`config.mk`:
```
export PLATFORM = sky130hd
export DESIGN_NAME = positional_list_insert_delete_search_flat
export DESIGN_NICKNAME = d
export VERILOG_FILES = /design/src/rtl/plist_pkg.sv /design/src/rtl/plist_req_if.sv /design/src/rtl/plist_rsp_if.sv /design/src/rtl/plist_ram.sv /design/src/rtl/positional_list_insert_delete_search.sv /design/src/flat_wrapper.sv
export VERILOG_INCLUDE_DIRS = /design/src /design/src/rtl
export SDC_FILE = /design/constraint.sdc
export NUM_CORES = 1
export LEC_CHECK = 0
export BUFFER_PORTS_ARGS = -buffer_cell sky130_fd_sc_hd__buf_2
export CORE_UTILIZATION = 31
export CTS_BUF_LIST = sky130_fd_sc_hd__clkbuf_8
export CTS_CLUSTER_DIAMETER = 30
export DETAILED_ROUTE_END_ITERATION = 12
export PLACE_DENSITY = 0.46
export SLEW_MARGIN = 10
export SYNTH_ARGS = -nofsm -noshare
export SYNTH_HDL_FRONTEND = slang
export SYNTH_SLANG_ARGS = --single-unit
export TNS_END_PERCENT = 50
```
`constraint.sdc`:
```
create_clock -name clk -period 5.3 [get_ports clk]
set_clock_uncertainty 0.15 [all_clocks]
set_input_delay 0.53 -clock clk [delete_from_list [all_inputs] [get_ports clk]]
set_output_delay 0.53 -clock clk [all_outputs]
set_load 0.1 [all_outputs]
```
`src/rtl/positional_list_insert_delete_search_defines.svh`:
```
// ----------------------------------------------------------------------------
// Positional list assertion macros
// Shared concurrent assertion forms, clocked on clk and disabled in reset.
// ----------------------------------------------------------------------------
`ifndef POSITIONAL_LIST_INSERT_DELETE_SEARCH_DEFINES_SVH
`define POSITIONAL_LIST_INSERT_DELETE_SEARCH_DEFINES_SVH

// same-cycle implication
`define PLIST_ASSERT(label, ante, cons, msg) \
	label: assert property (@(posedge clk) disable iff (!arst_n) (ante) |-> (cons)) \
		else $error(msg);

// next-cycle implication
`define PLIST_ASSERT_NEXT(label, ante, cons, msg) \
	label: assert property (@(posedge clk) disable iff (!arst_n) (ante) |=> (cons)) \
		else $error(msg);

`endif

```
`src/rtl/plist_pkg.sv`:
```
// ----------------------------------------------------------------------------
// Positional list package
// Operation and status codes, controller states and default sizing.
// ----------------------------------------------------------------------------
`default_nettype none

package plist_pkg;

	// default number of list entries
	localparam int unsigned LIST_DEPTH = 16;

	// operation codes
	localparam logic [2:0] OP_INSERT = 3'd0;
	localparam logic [2:0] OP_DELETE = 3'd1;
	localparam logic [2:0] OP_SEARCH = 3'd2;
	localparam logic [2:0] OP_READ   = 3'd3;
	localparam logic [2:0] OP_CLEAR  = 3'd4;

	// status codes
	localparam logic [1:0] ST_OK       = 2'd0;
	localparam logic [1:0] ST_BADPOS   = 2'd1;
	localparam logic [1:0] ST_NOTFOUND = 2'd2;
	localparam logic [1:0] ST_FULL     = 2'd3;

	// controller states
	typedef enum logic [1:0] {
		S_IDLE,
		S_FETCH,
		S_USE
	} state_t;

endpackage

`default_nettype wire

```
`src/rtl/plist_req_if.sv`:
```
// ----------------------------------------------------------------------------
// Positional list request channel
// Valid/ready channel carrying one list operation.
// ----------------------------------------------------------------------------
`default_nettype none

interface plist_req_if;
	logic               valid;
	logic               ready;
	logic        [2:0]  op;
	logic        [4:0]  position;
	logic signed [31:0] value;

	modport source (output valid, output op, output position, output value, input ready);
	modport sink   (input valid, input op, input position, input value, output ready);
endinterface

`default_nettype wire

```
`src/rtl/plist_rsp_if.sv`:
```
// ----------------------------------------------------------------------------
// Positional list response channel
// Valid/ready channel carrying one operation result.
// ----------------------------------------------------------------------------
`default_nettype none

interface plist_rsp_if;
	logic               valid;
	logic               ready;
	logic        [1:0]  status;
	logic        [4:0]  found_position;
	logic signed [31:0] read_value;
	logic        [4:0]  count;

	modport source (output valid, output status, output found_position,
		output read_value, output count, input ready);
	modport sink   (input valid, input status, input found_position,
		input read_value, input count, output ready);
endinterface

`default_nettype wire

```
`src/rtl/plist_ram.sv`:
```
// ----------------------------------------------------------------------------
// Generic simple dual-port RAM
// One write port, one read port, read data registered.
// ----------------------------------------------------------------------------
`default_nettype none

module plist_ram #(
	parameter int unsigned WIDTH = 32,
	parameter int unsigned DEPTH = 16,
	localparam int unsigned AW = (DEPTH > 1) ? $clog2(DEPTH) : 1
) (
	input  wire logic             clk,
	input  wire logic             wr_en,
	input  wire logic [AW-1:0]    wr_addr,
	input  wire logic [WIDTH-1:0] wr_data,
	input  wire logic [AW-1:0]    rd_addr,
	output logic      [WIDTH-1:0] rd_data
);

	logic [WIDTH-1:0] mem [DEPTH];

	// write port
	always_ff @(posedge clk) begin
		if (wr_en) begin
			mem[wr_addr] <= wr_data;
		end
	end

	// registered read port
	always_ff @(posedge clk) begin
		rd_data <= mem[rd_addr];
	end

endmodule

`default_nettype wire

```
`src/rtl/positional_list_insert_delete_search.sv`:
```
// ----------------------------------------------------------------------------
// Positional list: insert, delete, search, read, clear
// Ordered list of signed 32-bit values held in one RAM, with an entry count.
// ----------------------------------------------------------------------------
// Each request carries one operation and gets exactly one response. The list
// lives in a single RAM with one read and one write port and a registered
// read port; insert and delete move one entry at a time (read, then write
// back one place along), and search walks the entries one at a time too.
// Clear, unused codes and rejected requests finish at the accepting edge;
// insert shifts entries up from the last until position p is free, delete
// shifts the entries after p down, search stops at the first match or after
// the last entry. One request is in flight at a time; the result sits in an
// output register, so a new request is taken in the cycle the previous
// response is collected. No clearing pass after reset.
// ----------------------------------------------------------------------------
`default_nettype none

`include "positional_list_insert_delete_search_defines.svh"

module positional_list_insert_delete_search
	import plist_pkg::*;
#(
	parameter int unsigned DEPTH = LIST_DEPTH
) (
	input  wire logic    clk,
	input  wire logic    arst_n,
	plist_req_if.sink    req,
	plist_rsp_if.source  rsp
);

	localparam int unsigned AW   = $clog2(DEPTH);
	localparam int unsigned CW   = $clog2(DEPTH + 1);
	localparam int unsigned CMPW = ((CW > 5) ? CW : 5) + 1;

	// control state
	state_t        state_q, state_d;
	logic [2:0]    op_q;
	logic [AW-1:0] idx_q, idx_d;
	logic [AW-1:0] tgt_q, tgt_d;
	logic [AW-1:0] lim_q, lim_d;
	logic [CW-1:0] count_q, count_d;
	logic [31:0]   val_q;
	logic          out_valid_q;

	// result register
	logic [1:0]  status_q;
	logic [4:0]  found_q;
	logic [31:0] rdval_q;
	logic [4:0]  cnt_out_q;

	// memory port
	logic          ram_we;
	logic [AW-1:0] ram_waddr, ram_raddr;
	logic [31:0]   ram_wdata, ram_rdata;

	// result of the current cycle
	logic        finish;
	logic [1:0]  res_status;
	logic [4:0]  res_found;
	logic [31:0] res_rdval;

	logic acc;
	logic imm_done;

	// request decode
	logic [CMPW-1:0] pos_ext, cnt_ext, idx_p1, cnt_out_ext;
	logic            pos_zero, bad_ins, bad_del, full, ins_last, walk_last, hit;
	logic [AW-1:0]   pos_m1, cnt_m1;

	assign acc      = req.valid && req.ready;
	assign pos_ext  = CMPW'(req.position);
	assign cnt_ext  = CMPW'(count_q);
	assign pos_zero = (req.position == 5'd0);
	assign bad_ins  = pos_zero || (pos_ext > cnt_ext + CMPW'(1));
	assign bad_del  = pos_zero || (pos_ext > cnt_ext);
	assign full     = (count_q == CW'(DEPTH));
	assign pos_m1   = AW'(pos_ext - CMPW'(1));
	assign cnt_m1   = AW'(cnt_ext - CMPW'(1));
	assign idx_p1   = CMPW'(idx_q) + CMPW'(1);

	assign ins_last  = (idx_q == tgt_q);
	assign walk_last = (idx_q == lim_q);
	assign hit       = (ram_rdata == val_q);

	// requests that finish at the accepting edge
	always_comb begin
		case (req.op)
			OP_INSERT: imm_done = bad_ins || full;
			OP_DELETE: imm_done = bad_del;
			OP_SEARCH: imm_done = (count_q == '0);
			OP_READ:   imm_done = bad_del;
			default:   imm_done = 1'b1;
		endcase
	end

	assign req.ready = (state_q == S_IDLE) && (!out_valid_q || rsp.ready);

	// next state
	always_comb begin
		state_d = state_q;
		unique case (state_q)
			S_IDLE: begin
				if (acc && !imm_done) begin
					state_d = S_FETCH;
				end
			end
			S_FETCH: begin
				if ((op_q == OP_INSERT && ins_last) || (op_q == OP_DELETE && walk_last)) begin
					state_d = S_IDLE;
				end else begin
					state_d = S_USE;
				end
			end
			S_USE: begin
				case (op_q)
					OP_SEARCH: state_d = (hit || walk_last) ? S_IDLE : S_FETCH;
					OP_READ:   state_d = S_IDLE;
					default:   state_d = S_FETCH;
				endcase
			end
			default: state_d = S_IDLE;
		endcase
	end

	// outputs, memory port and datapath updates
	always_comb begin
		finish     = 1'b0;
		res_status = ST_OK;
		res_found  = 5'd0;
		res_rdval  = 32'd0;
		ram_we     = 1'b0;
		ram_waddr  = idx_q;
		ram_wdata  = ram_rdata;
		ram_raddr  = idx_q;
		idx_d      = idx_q;
		tgt_d      = tgt_q;
		lim_d      = lim_q;
		count_d    = count_q;
		unique case (state_q)
			S_IDLE: begin
				if (acc) begin
					case (req.op)
						OP_INSERT: begin
							if (bad_ins) begin
								finish     = 1'b1;
								res_status = ST_BADPOS;
							end else if (full) begin
								finish     = 1'b1;
								res_status = ST_FULL;
							end else begin
								// walk down from the new last slot
								idx_d   = AW'(count_q);
								tgt_d   = pos_m1;
								count_d = count_q + CW'(1);
							end
						end
						OP_DELETE: begin
							if (bad_del) begin
								finish     = 1'b1;
								res_status = ST_BADPOS;
							end else begin
								idx_d   = pos_m1;
								lim_d   = cnt_m1;
								count_d = count_q - CW'(1);
							end
						end
						OP_SEARCH: begin
							if (count_q == '0) begin
								finish     = 1'b1;
								res_status = ST_NOTFOUND;
							end else begin
								idx_d = '0;
								lim_d = cnt_m1;
							end
						end
						OP_READ: begin
							if (bad_del) begin
								finish     = 1'b1;
								res_status = ST_BADPOS;
							end else begin
								idx_d = pos_m1;
							end
						end
						OP_CLEAR: begin
							finish  = 1'b1;
							count_d = '0;
						end
						default: begin
							finish = 1'b1;
						end
					endcase
				end
			end
			S_FETCH: begin
				case (op_q)
					OP_INSERT: begin
						if (ins_last) begin
							// gap is open, drop the new value in
							ram_we    = 1'b1;
							ram_wdata = val_q;
							finish    = 1'b1;
						end else begin
							ram_raddr = idx_q - AW'(1);
						end
					end
					OP_DELETE: begin
						if (walk_last) begin
							finish = 1'b1;
						end else begin
							ram_raddr = idx_q + AW'(1);
						end
					end
					default: begin
						ram_raddr = idx_q;
					end
				endcase
			end
			S_USE: begin
				case (op_q)
					OP_INSERT: begin
						// move entry one place up
						ram_we = 1'b1;
						idx_d  = idx_q - AW'(1);
					end
					OP_DELETE: begin
						// move entry one place down
						ram_we = 1'b1;
						idx_d  = idx_q + AW'(1);
					end
					OP_SEARCH: begin
						if (hit) begin
							finish    = 1'b1;
							res_found = idx_p1[4:0];
							res_rdval = ram_rdata;
						end else if (walk_last) begin
							finish     = 1'b1;
							res_status = ST_NOTFOUND;
						end else begin
							idx_d = idx_q + AW'(1);
						end
					end
					default: begin
						finish    = 1'b1;
						res_rdval = ram_rdata;
					end
				endcase
			end
			default: begin
			end
		endcase
	end

	assign cnt_out_ext = CMPW'(count_d);

	// control registers
	always_ff @(posedge clk or negedge arst_n) begin
		if (!arst_n) begin
			state_q     <= S_IDLE;
			count_q     <= '0;
			out_valid_q <= 1'b0;
		end else begin
			state_q <= state_d;
			count_q <= count_d;
			if (finish) begin
				out_valid_q <= 1'b1;
			end else if (rsp.ready) begin
				out_valid_q <= 1'b0;
			end
		end
	end

	// working and result payload
	always_ff @(posedge clk) begin
		idx_q <= idx_d;
		tgt_q <= tgt_d;
		lim_q <= lim_d;
		if (acc) begin
			op_q  <= req.op;
			val_q <= req.value;
		end
		if (finish) begin
			status_q  <= res_status;
			found_q   <= res_found;
			rdval_q   <= res_rdval;
			cnt_out_q <= cnt_out_ext[4:0];
		end
	end

	assign rsp.valid          = out_valid_q;
	assign rsp.status         = status_q;
	assign rsp.found_position = found_q;
	assign rsp.read_value     = $signed(rdval_q);
	assign rsp.count          = cnt_out_q;

	// list storage; a read that lands on the entry being written returns the
	// old word, and that read data is never used
	plist_ram #(
		.WIDTH (32),
		.DEPTH (DEPTH)
	) u_ram (
		.clk     (clk),
		.wr_en   (ram_we),
		.wr_addr (ram_waddr),
		.wr_data (ram_wdata),
		.rd_addr (ram_raddr),
		.rd_data (ram_rdata)
	);

	// checks
	`PLIST_ASSERT(a_count_range, 1'b1, count_q <= CW'(DEPTH), "entry count above depth")
	`PLIST_ASSERT(a_write_busy, ram_we, state_q != S_IDLE, "list write while idle")
	`PLIST_ASSERT_NEXT(a_count_hold, !acc, $stable(count_q), "count changed without request")
	`PLIST_ASSERT(a_rsp_origin, $rose(out_valid_q), $past(acc || state_q != S_IDLE),
		"response without request")

endmodule

`default_nettype wire
```
`src/flat_wrapper.sv`:
```
// flat-port wrapper written by rule: the top's interface ports become plain ports
module positional_list_insert_delete_search_flat import plist_pkg::*;
#(
	parameter int unsigned DEPTH = LIST_DEPTH
)
  (clk, arst_n, req_valid, req_op, req_position, req_value, req_ready, rsp_valid, rsp_status, rsp_found_position, rsp_read_value, rsp_count, rsp_ready);
  plist_req_if req_i ();
  plist_rsp_if rsp_i ();
  input  wire logic clk;
  input  wire logic arst_n;
  input wire logic [$bits(req_i.valid)-1:0] req_valid;
  input wire logic [$bits(req_i.op)-1:0] req_op;
  input wire logic [$bits(req_i.position)-1:0] req_position;
  input wire logic [$bits(req_i.value)-1:0] req_value;
  output wire logic [$bits(req_i.ready)-1:0] req_ready;
  output wire logic [$bits(rsp_i.valid)-1:0] rsp_valid;
  output wire logic [$bits(rsp_i.status)-1:0] rsp_status;
  output wire logic [$bits(rsp_i.found_position)-1:0] rsp_found_position;
  output wire logic [$bits(rsp_i.read_value)-1:0] rsp_read_value;
  output wire logic [$bits(rsp_i.count)-1:0] rsp_count;
  input wire logic [$bits(rsp_i.ready)-1:0] rsp_ready;
  assign req_i.valid = req_valid;
  assign req_i.op = req_op;
  assign req_i.position = req_position;
  assign req_i.value = req_value;
  assign req_ready = req_i.ready;
  assign rsp_valid = rsp_i.valid;
  assign rsp_status = rsp_i.status;
  assign rsp_found_position = rsp_i.found_position;
  assign rsp_read_value = rsp_i.read_value;
  assign rsp_count = rsp_i.count;
  assign rsp_i.ready = rsp_ready;
  positional_list_insert_delete_search #(.DEPTH(DEPTH)) u_core (.clk(clk), .arst_n(arst_n), .req(req_i), .rsp(rsp_i));
endmodule
```
# Word-level counts from Yosys, hierarchy flattened
# Memories as Yosys holds them, arrays and structs flattened. A register that Yosys moved wholly into a read port is not among the register bits.
# Cells that the tools add are included.
[classes]
n_addsub = 8
order_cmp = 2
eq_ne = 24
muxes = 62
n_bitwise = 2
n_reduce_logical = 27
[op_table]
columns = ["op", "n"]
rows = [
  ["$mux 32", 4],
  ["$pmux 32 s2", 1],
  ["$mux 4", 11],
  ["$eq 32x32->1", 1],
  ["$mux 5", 5],
  ["$pmux 4 s2", 3],
  ["$pmux 4 s3", 2],
  ["$mux 2", 9],
  ["$mux 1", 16],
  ["$ne 3x3->1 const B", 5],
  ["$pmux 5 s3", 1],
  ["$eq 3x2->1 const B", 4],
  ["$pmux 2 s3", 2],
  ["$sub 4x1->4 const B", 3],
  ["$logic_not 5->1", 2],
  ["$reduce_and 5->1", 2],
  ["$pmux 1 s3", 3],
  ["$reduce_and 9->1", 1],
  ["$eq 4x4->1", 2],
  ["$pmux 2 s2", 2],
  ["$add 5x1->6 const B", 1],
  ["$eq 3x1->1 const B", 2],
  ["$gt 5x6->1", 1],
  ["$logic_not 3->1", 2],
  ["22 further kinds", 40],
]
[word_totals]
reg_bits = 99
ram_bits = 512
out_inout_bits = 46
mem_count = 1
[memory_table]
columns = ["name", "depth", "width", "read_ports", "rd_ports_with_merged_regs", "wr", "line", "text"]
rows = [
  ["u_core.u_ram.mem", 16, 32, 1, 1, 1, "plist_ram.sv:20", "logic [WIDTH-1:0] mem [DEPTH];"],
]

# Logic depth before layout (Yosys ltp)
# Gate-level depths: netlist of the first run.
[depth]
ltp_word = 9
depth_mapped = 12
depth_no_buf = 12

# Cells and area by module
# Synthesis of the first run repeated with hierarchy kept, for this count alone.
[unflattened]
hier_cells = 1277
hier_area_um2 = 25328.0
[by_module_without_submodules]
columns = ["module", "n_inst", "cells_per_inst", "area_per_inst_um2", "seq_area_each_um2"]
rows = [
  ["plist_ram", 1, 838, 19835.3, 16015.4],
  ["positional_list_insert_delete_search", 1, 439, 5492.8, 2932.8],
]

# Worst setup path before layout of the first run
# No wires, ideal clock.
[synth_path]
kind = "reg-to-reg"
startpoint = "register u_core.count_q[0]"
endpoint = "register u_core.cnt_out_q[0] (netlist: u_core.rsp.count[0]), enable pin"
arrival_ns = 4.186
required_time_ns = 4.690
slack_ns = 0.504
path_stages_with_launch = 12
n_path_buf = 0
synth_period_minus_slack_ns = 4.796
path_cell_list = "dfrtp_1 inv_1 ha_1 inv_1 ha_1 nor2b_1 o211ai_1 a21boi_0 o21ba_2 o21ai_0 a31o_2 a21oi_1"
[synth_between]
elab_chain_cells = 7
word_cells_on_any_way = 14
[synth_lines]
columns = ["element", "line", "text"]
rows = [
  ["from (decl)", "positional_list_insert_delete_search.sv:41", "logic [CW-1:0] count_q, count_d;"],
  ["from (signal assigned)", "positional_list_insert_delete_search.sv:263", "count_q <= count_d;"],
  ["$add 5x1->6", "positional_list_insert_delete_search.sv:74", "assign bad_ins = pos_zero || (pos_ext > cnt_ext + CMPW'(1));"],
  ["$gt 5x6->1", "positional_list_insert_delete_search.sv:74", ""],
  ["$logic_or 1x1->1", "positional_list_insert_delete_search.sv:74", ""],
  ["$mux 1", "positional_list_insert_delete_search.sv:144", "if (bad_ins) begin"],
  ["$pmux 1 s3 (*)", "positional_list_insert_delete_search.sv:142", "case (req.op)"],
  ["$mux 1 (*)", "positional_list_insert_delete_search.sv:141", "if (acc) begin"],
  ["$pmux 1 s3 (*)", "positional_list_insert_delete_search.sv:139", "unique case (state_q)"],
  ["via u_core.finish", "positional_list_insert_delete_search.sv:57", "logic finish;"],
  ["to (signal assigned)", "positional_list_insert_delete_search.sv:285", "cnt_out_q <= cnt_out_ext[4:0];"],
  ["to (decl)", "positional_list_insert_delete_search.sv:49", "logic [4:0] cnt_out_q;"],
]
# Mark *: on every way through the listed nets, which the timed path passes. The rest lies on a longest branch.
# A chain may end at the register's enable or synchronous reset.

# Worst setup path in the final report of the first run
[layout_path]
startpoint = "register u_core.idx_q[0]"
endpoint = "memory u_core.u_ram.mem[9][27], enable pin"
[layout_between]
elab_chain_cells = 6
[layout_lines]
columns = ["element", "line", "text"]
rows = [
  ["from (decl)", "positional_list_insert_delete_search.sv:38", "logic [AW-1:0] idx_q, idx_d;"],
  ["from (signal assigned)", "positional_list_insert_delete_search.sv:274", "idx_q <= idx_d;"],
  ["$eq 4x4->1", "positional_list_insert_delete_search.sv:81", "assign ins_last = (idx_q == tgt_q);"],
  ["$mux 1", "positional_list_insert_delete_search.sv:197", "if (ins_last) begin"],
  ["$mux 1", "positional_list_insert_delete_search.sv:195", "case (op_q)"],
  ["$pmux 1 s2", "positional_list_insert_delete_search.sv:139", ""],
  ["$mux 1", "plist_ram.sv:24", "if (wr_en) begin"],
  ["$mux 1 (not written as such)", "plist_ram.sv:25", "mem[wr_addr] <= wr_data;"],
  ["to (decl)", "plist_ram.sv:20", ""],
]
# Parallel ways exist; a longest one is shown, timed or not.

==> results.sh, run 1 <==
export IMPL_status="finished clean"
export IMPL_yosysWarningCount=0
export IMPL_clk_pin_slew_ns=0.05
export IMPL_maxCapViolations=0
export IMPL_rsz0062_at_grt="false"
export IMPL_rr_startpoint="u_core.idx_q[0]$_DFFE_PP_"
export IMPL_initial_core_util_pct=31.5
export IMPL_cts_tree="built"
export IMPL_synth_avg_cell_area_sq_um=16.4
export IMPL_die_area_sq_mm=0.0865
export IMPL_coreArea_sq_mm=0.0841
export IMPL_hp_start="rsp_ready"
export IMPL_grt_pass1_wl_um=106000
export IMPL_p_leak_nw=11.6
export IMPL_syn_area_sq_mm=0.0264
export IMPL_tns_ns=0
export IMPL_worstPathCellList="xor2_1 > nor4_4 > nand3_2 > a21boi_0 > nand2_1 > nor2_4 > buf_4"
export IMPL_place_gp_congestion=0.836
export IMPL_die_w_um=294
export IMPL_ys_flop_type="edfxtp_1"
export IMPL_cts_resized=0
export IMPL_power_density_mw_per_mm2=572
export IMPL_grt_use_total_pct=17.2
export IMPL_final_layout_size_suffix_gt1_share_pct=21.7
export IMPL_crit_path_end_kind="flip-flop"
export IMPL_drc=0
export IMPL_synthSimpleGateAreaFrac_pct=4.89
export IMPL_syn_nets=1682
export IMPL_cts_sinks=643
export IMPL_synth_mux_area_fraction_pct=11.1
export IMPL_drv_slew=0
export IMPL_first_pass_iters=5
export IMPL_finalSetupViolCount=0
export IMPL_final_nets=1908
export IMPL_crit_family="simple AND/OR/NAND/NOR gates"
export IMPL_ios=90
export IMPL_antenna_left=0
export IMPL_maxSlewHeadroom_pct=43.9
export IMPL_min_period_ns=4.16
export IMPL_worstPathMaxFanout=13
export IMPL_htree_levels=4
export IMPL_final_util_pct=38.3
export IMPL_grt_pass1_vias=15200
export IMPL_synth_top_family_by_area="multiplexers"
export IMPL_routedWlPerCell_um=23.9
export IMPL_row_count=106
export IMPL_clk_path_buf_depth=3
export IMPL_startpoint="u_core.idx_q[0]$_DFFE_PP_"
export IMPL_worst_slew_pin_slew_ns=0.842
export IMPL_fillers=7939
export IMPL_syn_inst=1614
export IMPL_drt_initial_drc_count=927
export IMPL_antenna_found_initial=4
export IMPL_critPathLaunchType="flip-flop"
export IMPL_port_buffers=89
export IMPL_synthArstFlopShare_pct=1.24
export IMPL_overflow=0
export IMPL_slowest_stage="edfxtp_1"
export IMPL_min_path_type="in2reg"
export IMPL_drt_total_wl_um=73900
export IMPL_area_growth_pct=21.8
export IMPL_die_h_um=294
export IMPL_arrival_ns=4.43
export IMPL_critPathRequiredTime_ns=5.58
export IMPL_synth_adder_area_share_pct=1.14
export IMPL_slowest_delay_ns=0.79
export IMPL_post_cts_buffers=0
export IMPL_routed_via_count=15100
export IMPL_clk_latency_ns=0.77
export IMPL_grt_max_degree=66
export IMPL_ys_ff_latch=643
export IMPL_yosysSeqAreaShare_pct=71.7
export IMPL_crit_buf_inv=1
export IMPL_synth_edf_count=603
export IMPL_timing_worst_setup_path_type="reg2reg"
export IMPL_cts_hold_buf=40
export IMPL_peakVddDrop_mv=0.377
export IMPL_hold_violations=0
export IMPL_finalCritPeriodShare_pct=78.4
export IMPL_dp_hpwl_um=40100
export IMPL_cts_root_buf="clkbuf_8"
export IMPL_synth_xor_area_share_pct=1.92
export IMPL_cts_buffers=141
export IMPL_fmax_mhz=241
export IMPL_synth_compound_area_share_pct=7.19
export IMPL_via_per_inst=4.87
export IMPL_synth_cell_types=58
layout make-up:
| class | count | area (sq um) | share of cell area, % |
|---|---|---|---|
| clock buffer | 149 | 2050 | 6.37 |
| multi-input combinational | 862 | 7130 | 22.1 |
| inverter | 21 | 78.8 | 0.245 |
| tap | 1134 | 1420 | 4.41 |
| antenna | 4 | 10.0 | 0.0311 |
| clock inverter | 110 | 1100 | 3.41 |
| sequential | 643 | 18900 | 58.8 |
| timing repair buffer | 171 | 1470 | 4.58 |
final timing paths:
kind | depth (start not counted) | slack (ns) | to
min in group asynchronous | 3 | 0.66 | u_core.rsp.valid$_DFFE_PN0P_
hold reg to reg | 1 | 0.43 | u_core.rsp.read_value[26]$_SDFFCE_PN0P_
max in group asynchronous | 3 | 4.03 | u_core.count_q[2]$_DFF_PN0_
setup / recovery | 7 | 1.14 | u_core.u_ram.mem[9][27]$_DFFE_PP_
hold / removal | 3 | 0.09 | u_core.rsp.valid$_DFFE_PN0P_
setup reg to reg | 7 | 1.14 | u_core.u_ram.mem[9][27]$_DFFE_PP_
stage by stage:
step	cell area (sq um)	power, mW	std cells	setup slack, ns	hold WS, ns
after floorplan	26400	10.9	1614	0.504	0.0844
after global placement	28600	12.5	2791	1.19	0.249
after detailed placement	28600	12.5	2791	1.14	0.250
after CTS	32200	18.6	3090	1.11	0.0137
after global routing	32200	19.2	3092	0.867	0.0509
final	32200	18.4	3094	1.14	0.0917
metal layers:
metal | vias up | GRT usage [%] | share of wire (%)
met3 | 98 | 3.97 | 5.4
met2 | 422 | 25.6 | 44
met5 | - | 0 | 0.014
met4 | 2 | 5.53 | 1.7
li1 | 6801 | - | -
met1 | 7759 | 24.7 | 49
cell usage after synthesis, types with 12 or more instances:
cell        n  area, sq um
ha_1       24          300
a21oi_1    79          395
inv_1      21         78.8
buf_2      30          150
nor2_1     38          143
edfxtp_1  603        18100
nor2b_1    68          425
nor3_1     15         75.1
a211oi_1   65          488
buf_4      26          195
xor2_1     44          385
xnor2_1    12          105
clkbuf_1   31          116
nand3_1    12         60.1
dfxtp_1    32          641
a22o_1     32          280
nand2_1    25         93.8
and2_1     34          213
a221o_1    34          340
mux2_2     33          372
mux2i_1   257         2570
tightest hold or removal path, delay by kind of cell:
family / cells / cell delay [ns]
and+or+nand+nor: 1 / 0.20
AOI/OAI and AO/OA: 1 / 0.14
buffers and inverters: 1 / 0.08
logic make-up (layout without fill, tap and decap cells):
group           after synthesis  after routing
compound gates              261            261
other cells                   0              4
simple gates                230            230
mux                         290            290
buf+inv                     109            451
flops                       643            643
xor+xnor                     57             57
fa+ha+maj                    24             24
state kept, by name, summed over array words and instances (netlist names):
name / count
u_core.val_q: 32
u_core.rsp.status: 2
u_core.u_ram.mem: 512
u_core.state_q: 2
u_core.rsp.count: 5
u_core.lim_q: 4
u_core.rsp.read_value: 32
u_core.count_q: 5
u_core.rsp.valid: 1
u_core.idx_q: 4
u_core.u_ram.rd_data: 32
u_core.rsp.found_position: 5
u_core.tgt_q: 4
u_core.op_q: 3
where the power goes:
part	switching (mW)	internal, mW
registers	0.393	6.62
clock network	2.37	3.63
logic	3.82	1.58
total	6.58	11.8
cells in the final DEF, fill, tap and decap left out, drive strengths merged, types with 32 or more instances in the layout:
cell         netlist  routed
a221o             34      34
inv               21      52
edfxtp           603     603
dfxtp             32      32
nor2              39      39
mux2              33      33
a211oi            65      65
dlygate4sd3        0      40
clkbuf            31     149
xor2              44      44
and2              35      35
nor2b             68      68
mux2i            257     257
buf               57     131
a21oi             79      79
clkinv             0      47
a22o              32      32
Note: power is estimated with default switching activity, not from simulation.
==> run 2, diff against run 1 <==
PLACE_DENSITY = 0.47   (was 0.46)
clock period = 3.4 ns   (was 5.3 ns; I/O delays follow)
==> run 2 against run 1 <==
Net effect:
- total power increased by 58%
- final area increased by 1.9%
- critical endpoint is now u_core.rsp.read_value[18]$_SDFFCE_PN0P_
- critical path depth increased by 3
==> results.sh, run 2 (synthesis gave the netlist of run 1 again) <==
export IMPL_dp_hpwl_um=43800
export IMPL_drt_initial_drc_count=1036
export IMPL_final_common_cell="edfxtp_1"
export IMPL_hold_ws_ns=0.101
export IMPL_cts_buffers=145
export IMPL_rr_startpoint="u_core.val_q[31]$_DFFE_PP_"
export IMPL_final_util_pct=39.0
export IMPL_via_per_inst=4.82
export IMPL_finalCritPeriodShare_pct=97.3
export IMPL_dp_cells=2845
export IMPL_cts_tree="built"
export IMPL_clk_latency_ns=0.79
export IMPL_p_clk_share_pct=31.5
export IMPL_overflow=0
export IMPL_swShare_pct=36.0
export IMPL_grt_pass1_wl_um=105000
export IMPL_crit_path_end_kind="flip-flop"
export IMPL_initial_core_util_pct=31.5
export IMPL_finish_instance_area_sq_mm=0.0328
export IMPL_die_h_um=294
export IMPL_finalSetupViolCount=0
export IMPL_regMostFlops="u_core.u_ram.mem"
export IMPL_worst_slew_pin_slew_ns=0.998
export IMPL_routedWlPerCell_um=23.1
export IMPL_worstPathMaxFanout=24
export IMPL_seq_power_share_pct=37.4
export IMPL_drv_slew=0
export IMPL_critPathLaunchType="flip-flop"
export IMPL_total_power_mw=29.1
export IMPL_ios=90
export IMPL_p_leak_nw=12.0
export IMPL_largest_register_ffs=512
export IMPL_routed_via_count=15200
export IMPL_fmax_mhz=302
export IMPL_final_layout_size_suffix_gt1_share_pct=23.3
export IMPL_regToRegSetupSlack_ns=0.09
export IMPL_peakVddDrop_mv=0.640
export IMPL_rsz0062_at_grt="true"
export IMPL_final_nets=1970
export IMPL_htree_levels=4
export IMPL_placed_area_sq_mm=0.0292
export IMPL_hold_violations=0
export IMPL_cts_sinks=643
export IMPL_coreArea_sq_mm=0.0841
export IMPL_pwr_share_comb_pct=31.1
export IMPL_cts_root_buf="clkbuf_8"
export IMPL_maxCapViolations=0
export IMPL_grt_use_total_pct=17.0
export IMPL_min_path_type="in2reg"
export IMPL_power_switching_mw=10.5
export IMPL_maxSlewHeadroom_pct=33.3
export IMPL_timing_worst_setup_path_type="reg2reg"
export IMPL_arrival_ns=3.62
export IMPL_area_growth_pct=24.1
export IMPL_port_buffers=89
export IMPL_antenna_found_initial=3
export IMPL_grt_max_degree=43
export IMPL_clk_pin_slew_ns=0.06
export IMPL_drt_total_wl_um=72900
export IMPL_min_period_ns=3.31
export IMPL_status="finished clean"
export IMPL_place_gp_congestion=0.818
export IMPL_power_density_mw_per_mm2=886
export IMPL_critPathRequiredTime_ns=3.71
export IMPL_first_pass_iters=5
export IMPL_drc=0
export IMPL_reg2reg_depth=10
export IMPL_fillers=7935
export IMPL_r2r_end="u_core.rsp.read_value[18]$_SDFFCE_PN0P_"
export IMPL_die_w_um=294
export IMPL_row_count=106
export IMPL_clk_path_buf_depth=3
export IMPL_antenna_left=0
export IMPL_internal_power_mw=18.6
export IMPL_die_area_sq_mm=0.0865
export IMPL_startpoint="u_core.val_q[31]$_DFFE_PP_"
export IMPL_worstSetupEndpoint="u_core.rsp.read_value[18]$_SDFFCE_PN0P_"
export IMPL_grt_pass1_vias=15400
export IMPL_layout_common_cells="edfxtp_1, mux2i_1, clkbuf_8, buf_2, a21oi_1"
export IMPL_final_instance_count_excl_fill=3160
==> run 2: power groups by stage <==
stage / Combinational (mW) / Sequential (mW) / Clock, mW
5_1_grt: 9.63 / 10.9 / 9.78
3_3_place_gp: 8.98 / 11.0 / 0
6_report: 9.06 / 10.9 / 9.16
3_5_place_dp: 9.03 / 11.0 / 0
4_1_cts: 9.12 / 10.9 / 9.39
2_1_floorplan: 4.67 / 12.3 / 0
==> run 2: worst min path at each step <==
stage             startpoint                      endpoint  slack (ns)  cells past startpoint
6_report        req_value[7]     u_core.val_q[7]$_DFFE_PP_        0.10                      2
5_1_grt        req_value[10]    u_core.val_q[10]$_DFFE_PP_        0.06                      2
4_1_cts        req_value[10]    u_core.val_q[10]$_DFFE_PP_        0.03                      2
3_5_place_dp          arst_n  u_core.rsp.valid$_DFFE_PN0P_        0.08                      1
3_3_place_gp          arst_n   u_core.count_q[1]$_DFF_PN0_        0.07                      1
2_1_floorplan         arst_n   u_core.count_q[0]$_DFF_PN0_       -0.11                      0
==> run 2: critical path: stages, from the launching register on <==
cell,delay [ns]
edfxtp_1,0.41
xor2_1,0.28
nor4_1,0.68
nand4_1,0.25
nor2_1,0.15
buf_4,0.17
nor2_1,0.06
a21oi_1,0.15
a21oi_1,0.12
a21oi_4,0.30
buf_12,0.23
==> run 2: repair_timing <==
action                     CTS  global route
hold buffers                44             0
resized for setup            0             4
setup buffers                0             0
hold endpoints to repair    53             0
setup endpoints to repair    0            88
==> run 2: final cells by class <==
class                      count  area, sq um  area share, %
antenna                        4         10.0         0.0305
timing repair buffer         229         2070           6.32
multi-input combinational    862         7160           21.8
sequential                   643        18900           57.7
clock inverter               114         1030           3.14
inverter                      21         78.8          0.240
tap                         1134         1420           4.32
clock buffer                 153         2110           6.41
==> run 2: per-layer routing <==
| metal | share of wire (%) | track usage (%) | up-vias |
|---|---|---|---|
| li1 | - | - | 6939 |
| met1 | 48 | 23.8 | 7765 |
| met2 | 46 | 26.3 | 427 |
| met3 | 5.0 | 3.53 | 98 |
| met4 | 1.6 | 5.18 | 0 |
| met5 | 0 | 0 | - |
==> run 2: per-stage QoR <==
step,setup TNS (ns),setup slack [ns]
2_1_floorplan,-220.17,-0.467
3_3_place_gp,0,0.129
3_5_place_dp,0,0.120
4_1_cts,0,0.101
5_1_grt,-0.0112,-0.0112
6_report,0,0.0934
==> run 3, diff against run 2 <==
clock period = 2.95 ns   (was 3.4 ns; I/O delays follow)
==> run 3 against run 2 <==
Net effect:
- the run now ends with negative setup slack left
- via count increased by 3.4%
- non-clock buffer count grew 127
- register-to-register slack worse by 0.24 ns
- global-route usage rose by 0.35 points
- worst setup slack worse by 0.24 ns
- critical path type unchanged
- critical endpoint is now u_core.u_ram.rd_data[29]$_DFF_P_
==> results.sh, run 3 (synthesis gave the netlist of run 1 again) <==
export IMPL_seq_power_share_pct=35.5
export IMPL_dp_hpwl_um=43200
export IMPL_hold_ws_ns=0.0713
export IMPL_cts_root_buf="clkbuf_8"
export IMPL_worstPathMaxFanout=17
export IMPL_worstPathCellList="buf_4 > xor2_2 > nor4_4 > buf_4 > buf_4 > o21ai_1 > a221oi_2 > o22ai_4 > buf_12 > buf_12 > a211oi_1 > a21oi_1 > a221o_1"
export IMPL_drt_total_wl_um=74900
export IMPL_rsz0062_at_grt="true"
export IMPL_via_per_inst=4.81
export IMPL_place_gp_congestion=0.823
export IMPL_first_pass_iters=5
export IMPL_path_common_cell="buf_4"
export IMPL_p_clk_share_pct=28.7
export IMPL_critPathRequiredTime_ns=3.43
export IMPL_placed_area_sq_mm=0.0301
export IMPL_min_path_type="in2reg"
export IMPL_die_h_um=294
export IMPL_overflow=0
export IMPL_power_switching_mw=12.5
export IMPL_maxSlewHeadroom_pct=53.6
export IMPL_cts_buffers=138
export IMPL_dp_cells=2913
export IMPL_clk_pin_slew_ns=0.06
export IMPL_ios=90
export IMPL_coreArea_sq_mm=0.0841
export IMPL_cts_sinks=643
export IMPL_final_nets=2090
export IMPL_regMostFlops="u_core.u_ram.mem"
export IMPL_finalSetupViolCount=62
export IMPL_die_w_um=294
export IMPL_antenna_found_initial=3
export IMPL_fmax_mhz=323
export IMPL_finalCritPeriodShare_pct=105
export IMPL_routed_via_count=15700
export IMPL_timing_worst_setup_path_type="reg2reg"
export IMPL_peakVddDrop_mv=0.719
export IMPL_drv_slew=0
export IMPL_finish_instance_area_sq_mm=0.0349
export IMPL_min_period_ns=3.10
export IMPL_grt_max_degree=36
export IMPL_slowest_delay_ns=0.40
export IMPL_largest_register_ffs=512
export IMPL_htree_levels=4
export IMPL_status="finished, violations left"
export IMPL_worst_slew_pin_slew_ns=0.686
export IMPL_grt_use_total_pct=17.3
export IMPL_port_buffers=89
export IMPL_swShare_pct=35.5
export IMPL_clk_path_buf_depth=3
export IMPL_grt_pass1_wl_um=108000
export IMPL_crit_path_end_kind="flip-flop"
export IMPL_total_power_mw=35.3
export IMPL_die_area_sq_mm=0.0865
export IMPL_fillers=7730
export IMPL_layout_common_cells="edfxtp_1, mux2i_1, clkbuf_8, buf_4, buf_2"
export IMPL_critPathLaunchType="flip-flop"
export IMPL_violations="negative setup slack"
export IMPL_cts_tree="built"
export IMPL_pwr_share_comb_pct=35.9
export IMPL_routedWlPerCell_um=22.9
export IMPL_maxCapViolations=0
export IMPL_fin_ws_ns=-0.146
export IMPL_row_count=106
export IMPL_drc=0
export IMPL_power_density_mw_per_mm2=1010
export IMPL_arrival_ns=3.58
export IMPL_drt_initial_drc_count=1088
export IMPL_final_layout_size_suffix_gt1_share_pct=30.7
export IMPL_area_growth_pct=32.0
export IMPL_clk_latency_ns=0.78
export IMPL_grt_pass1_vias=16300
export IMPL_final_instance_count_excl_fill=3272
export IMPL_internal_power_mw=22.8
export IMPL_p_leak_nw=12.9
export IMPL_hold_violations=0
export IMPL_antenna_left=0
export IMPL_slowest_stage="edfxtp_1"
export IMPL_initial_core_util_pct=31.5
export IMPL_final_common_cell="edfxtp_1"
## run 3: changes by cell type in the layout (fill, tap and decap cells not counted), sizes merged, moves of 3 or more
cell and change:
buf +119, clkbuf -3, clkinv -6, clkinvlp +3, diode -3, dlygate4sd3 +3
## run 3: routing by layer
metal | share of wire, % | up-vias | GRT usage (%)
met5 | 0.017 | - | 0
met3 | 5.0 | 136 | 3.88
li1 | - | 7179 | -
met4 | 2.2 | 2 | 5.20
met1 | 47 | 7981 | 24.2
met2 | 45 | 444 | 26.8
## run 3: final timing paths
path / startpoint / end / slack [ns] / depth (start not counted)
worst max-delay path: u_core.idx_q[1]$_DFFE_PP_ / u_core.u_ram.rd_data[29]$_DFF_P_ / -0.15 / 13
worst min-delay path: req_value[11] / u_core.val_q[11]$_DFFE_PP_ / 0.07 / 2
min in group asynchronous: arst_n / u_core.count_q[3]$_DFF_PN0_ / 0.42 / 3
max in group asynchronous: arst_n / u_core.count_q[0]$_DFF_PN0_ / 1.87 / 3
worst max register to register: u_core.idx_q[1]$_DFFE_PP_ / u_core.u_ram.rd_data[29]$_DFF_P_ / -0.15 / 13
worst min register to register: u_core.state_q[1]$_DFFE_PN0P_ / u_core.state_q[1]$_DFFE_PN0P_ / 0.44 / 1
## run 3: layout make-up
cell class	instances	area, sq um	area share, %
antenna	1	2.50	0.00717
clock buffer	145	2000	5.72
clock inverter	110	976	2.80
inverter	21	81.3	0.233
multi-input combinational	862	7650	21.9
sequential	643	19000	54.3
tap	1134	1420	4.07
timing repair buffer	356	3820	11.0
## run 3: worst max-delay path: cells and delay by family (launching register included)
kind | cells | cell delay, ns
AND/OR/NAND/NOR | 1 | 0.26
AO/OA/AOI/OAI | 6 | 1.19
XOR/XNOR | 1 | 0.15
buffers and inverters | 5 | 0.82
flip-flops | 1 | 0.40
## run 3: stage by stage
step                      util (%)  setup TNS [ns]  worst slack (ns)
after floorplan                  -          -35.33            -0.242
after global placement        35.8          -11.07            -0.214
after detailed placement      35.8          -12.49            -0.224
after CTS                     40.9           -2.79            -0.120
after global routing          41.5          -11.12            -0.248
final                         41.5           -4.13            -0.146
## run 3: what timing repair did
| item | CTS | global route |
|---|---|---|
| gates resized for setup | 70 | 51 |
| pin swaps | 20 | 18 |
| setup buffers | 30 | 17 |
| hold buffers | 47 | 0 |
| endpoints found under the hold margin | 53 | 0 |
| endpoints found under the setup margin | 128 | 169 |
| cloned | 10 | 5 |
## run 3: power by group through the flow
stage / Clock (mW) / Sequential (mW) / Combinational, mW
final: 10.1 / 12.5 / 12.6
after global routing: 10.8 / 12.6 / 13.4
after CTS: 10.4 / 12.5 / 12.3
after detailed placement: 0 / 12.6 / 11.0
after global placement: 0 / 12.7 / 10.9
after floorplan: 0 / 14.2 / 5.50
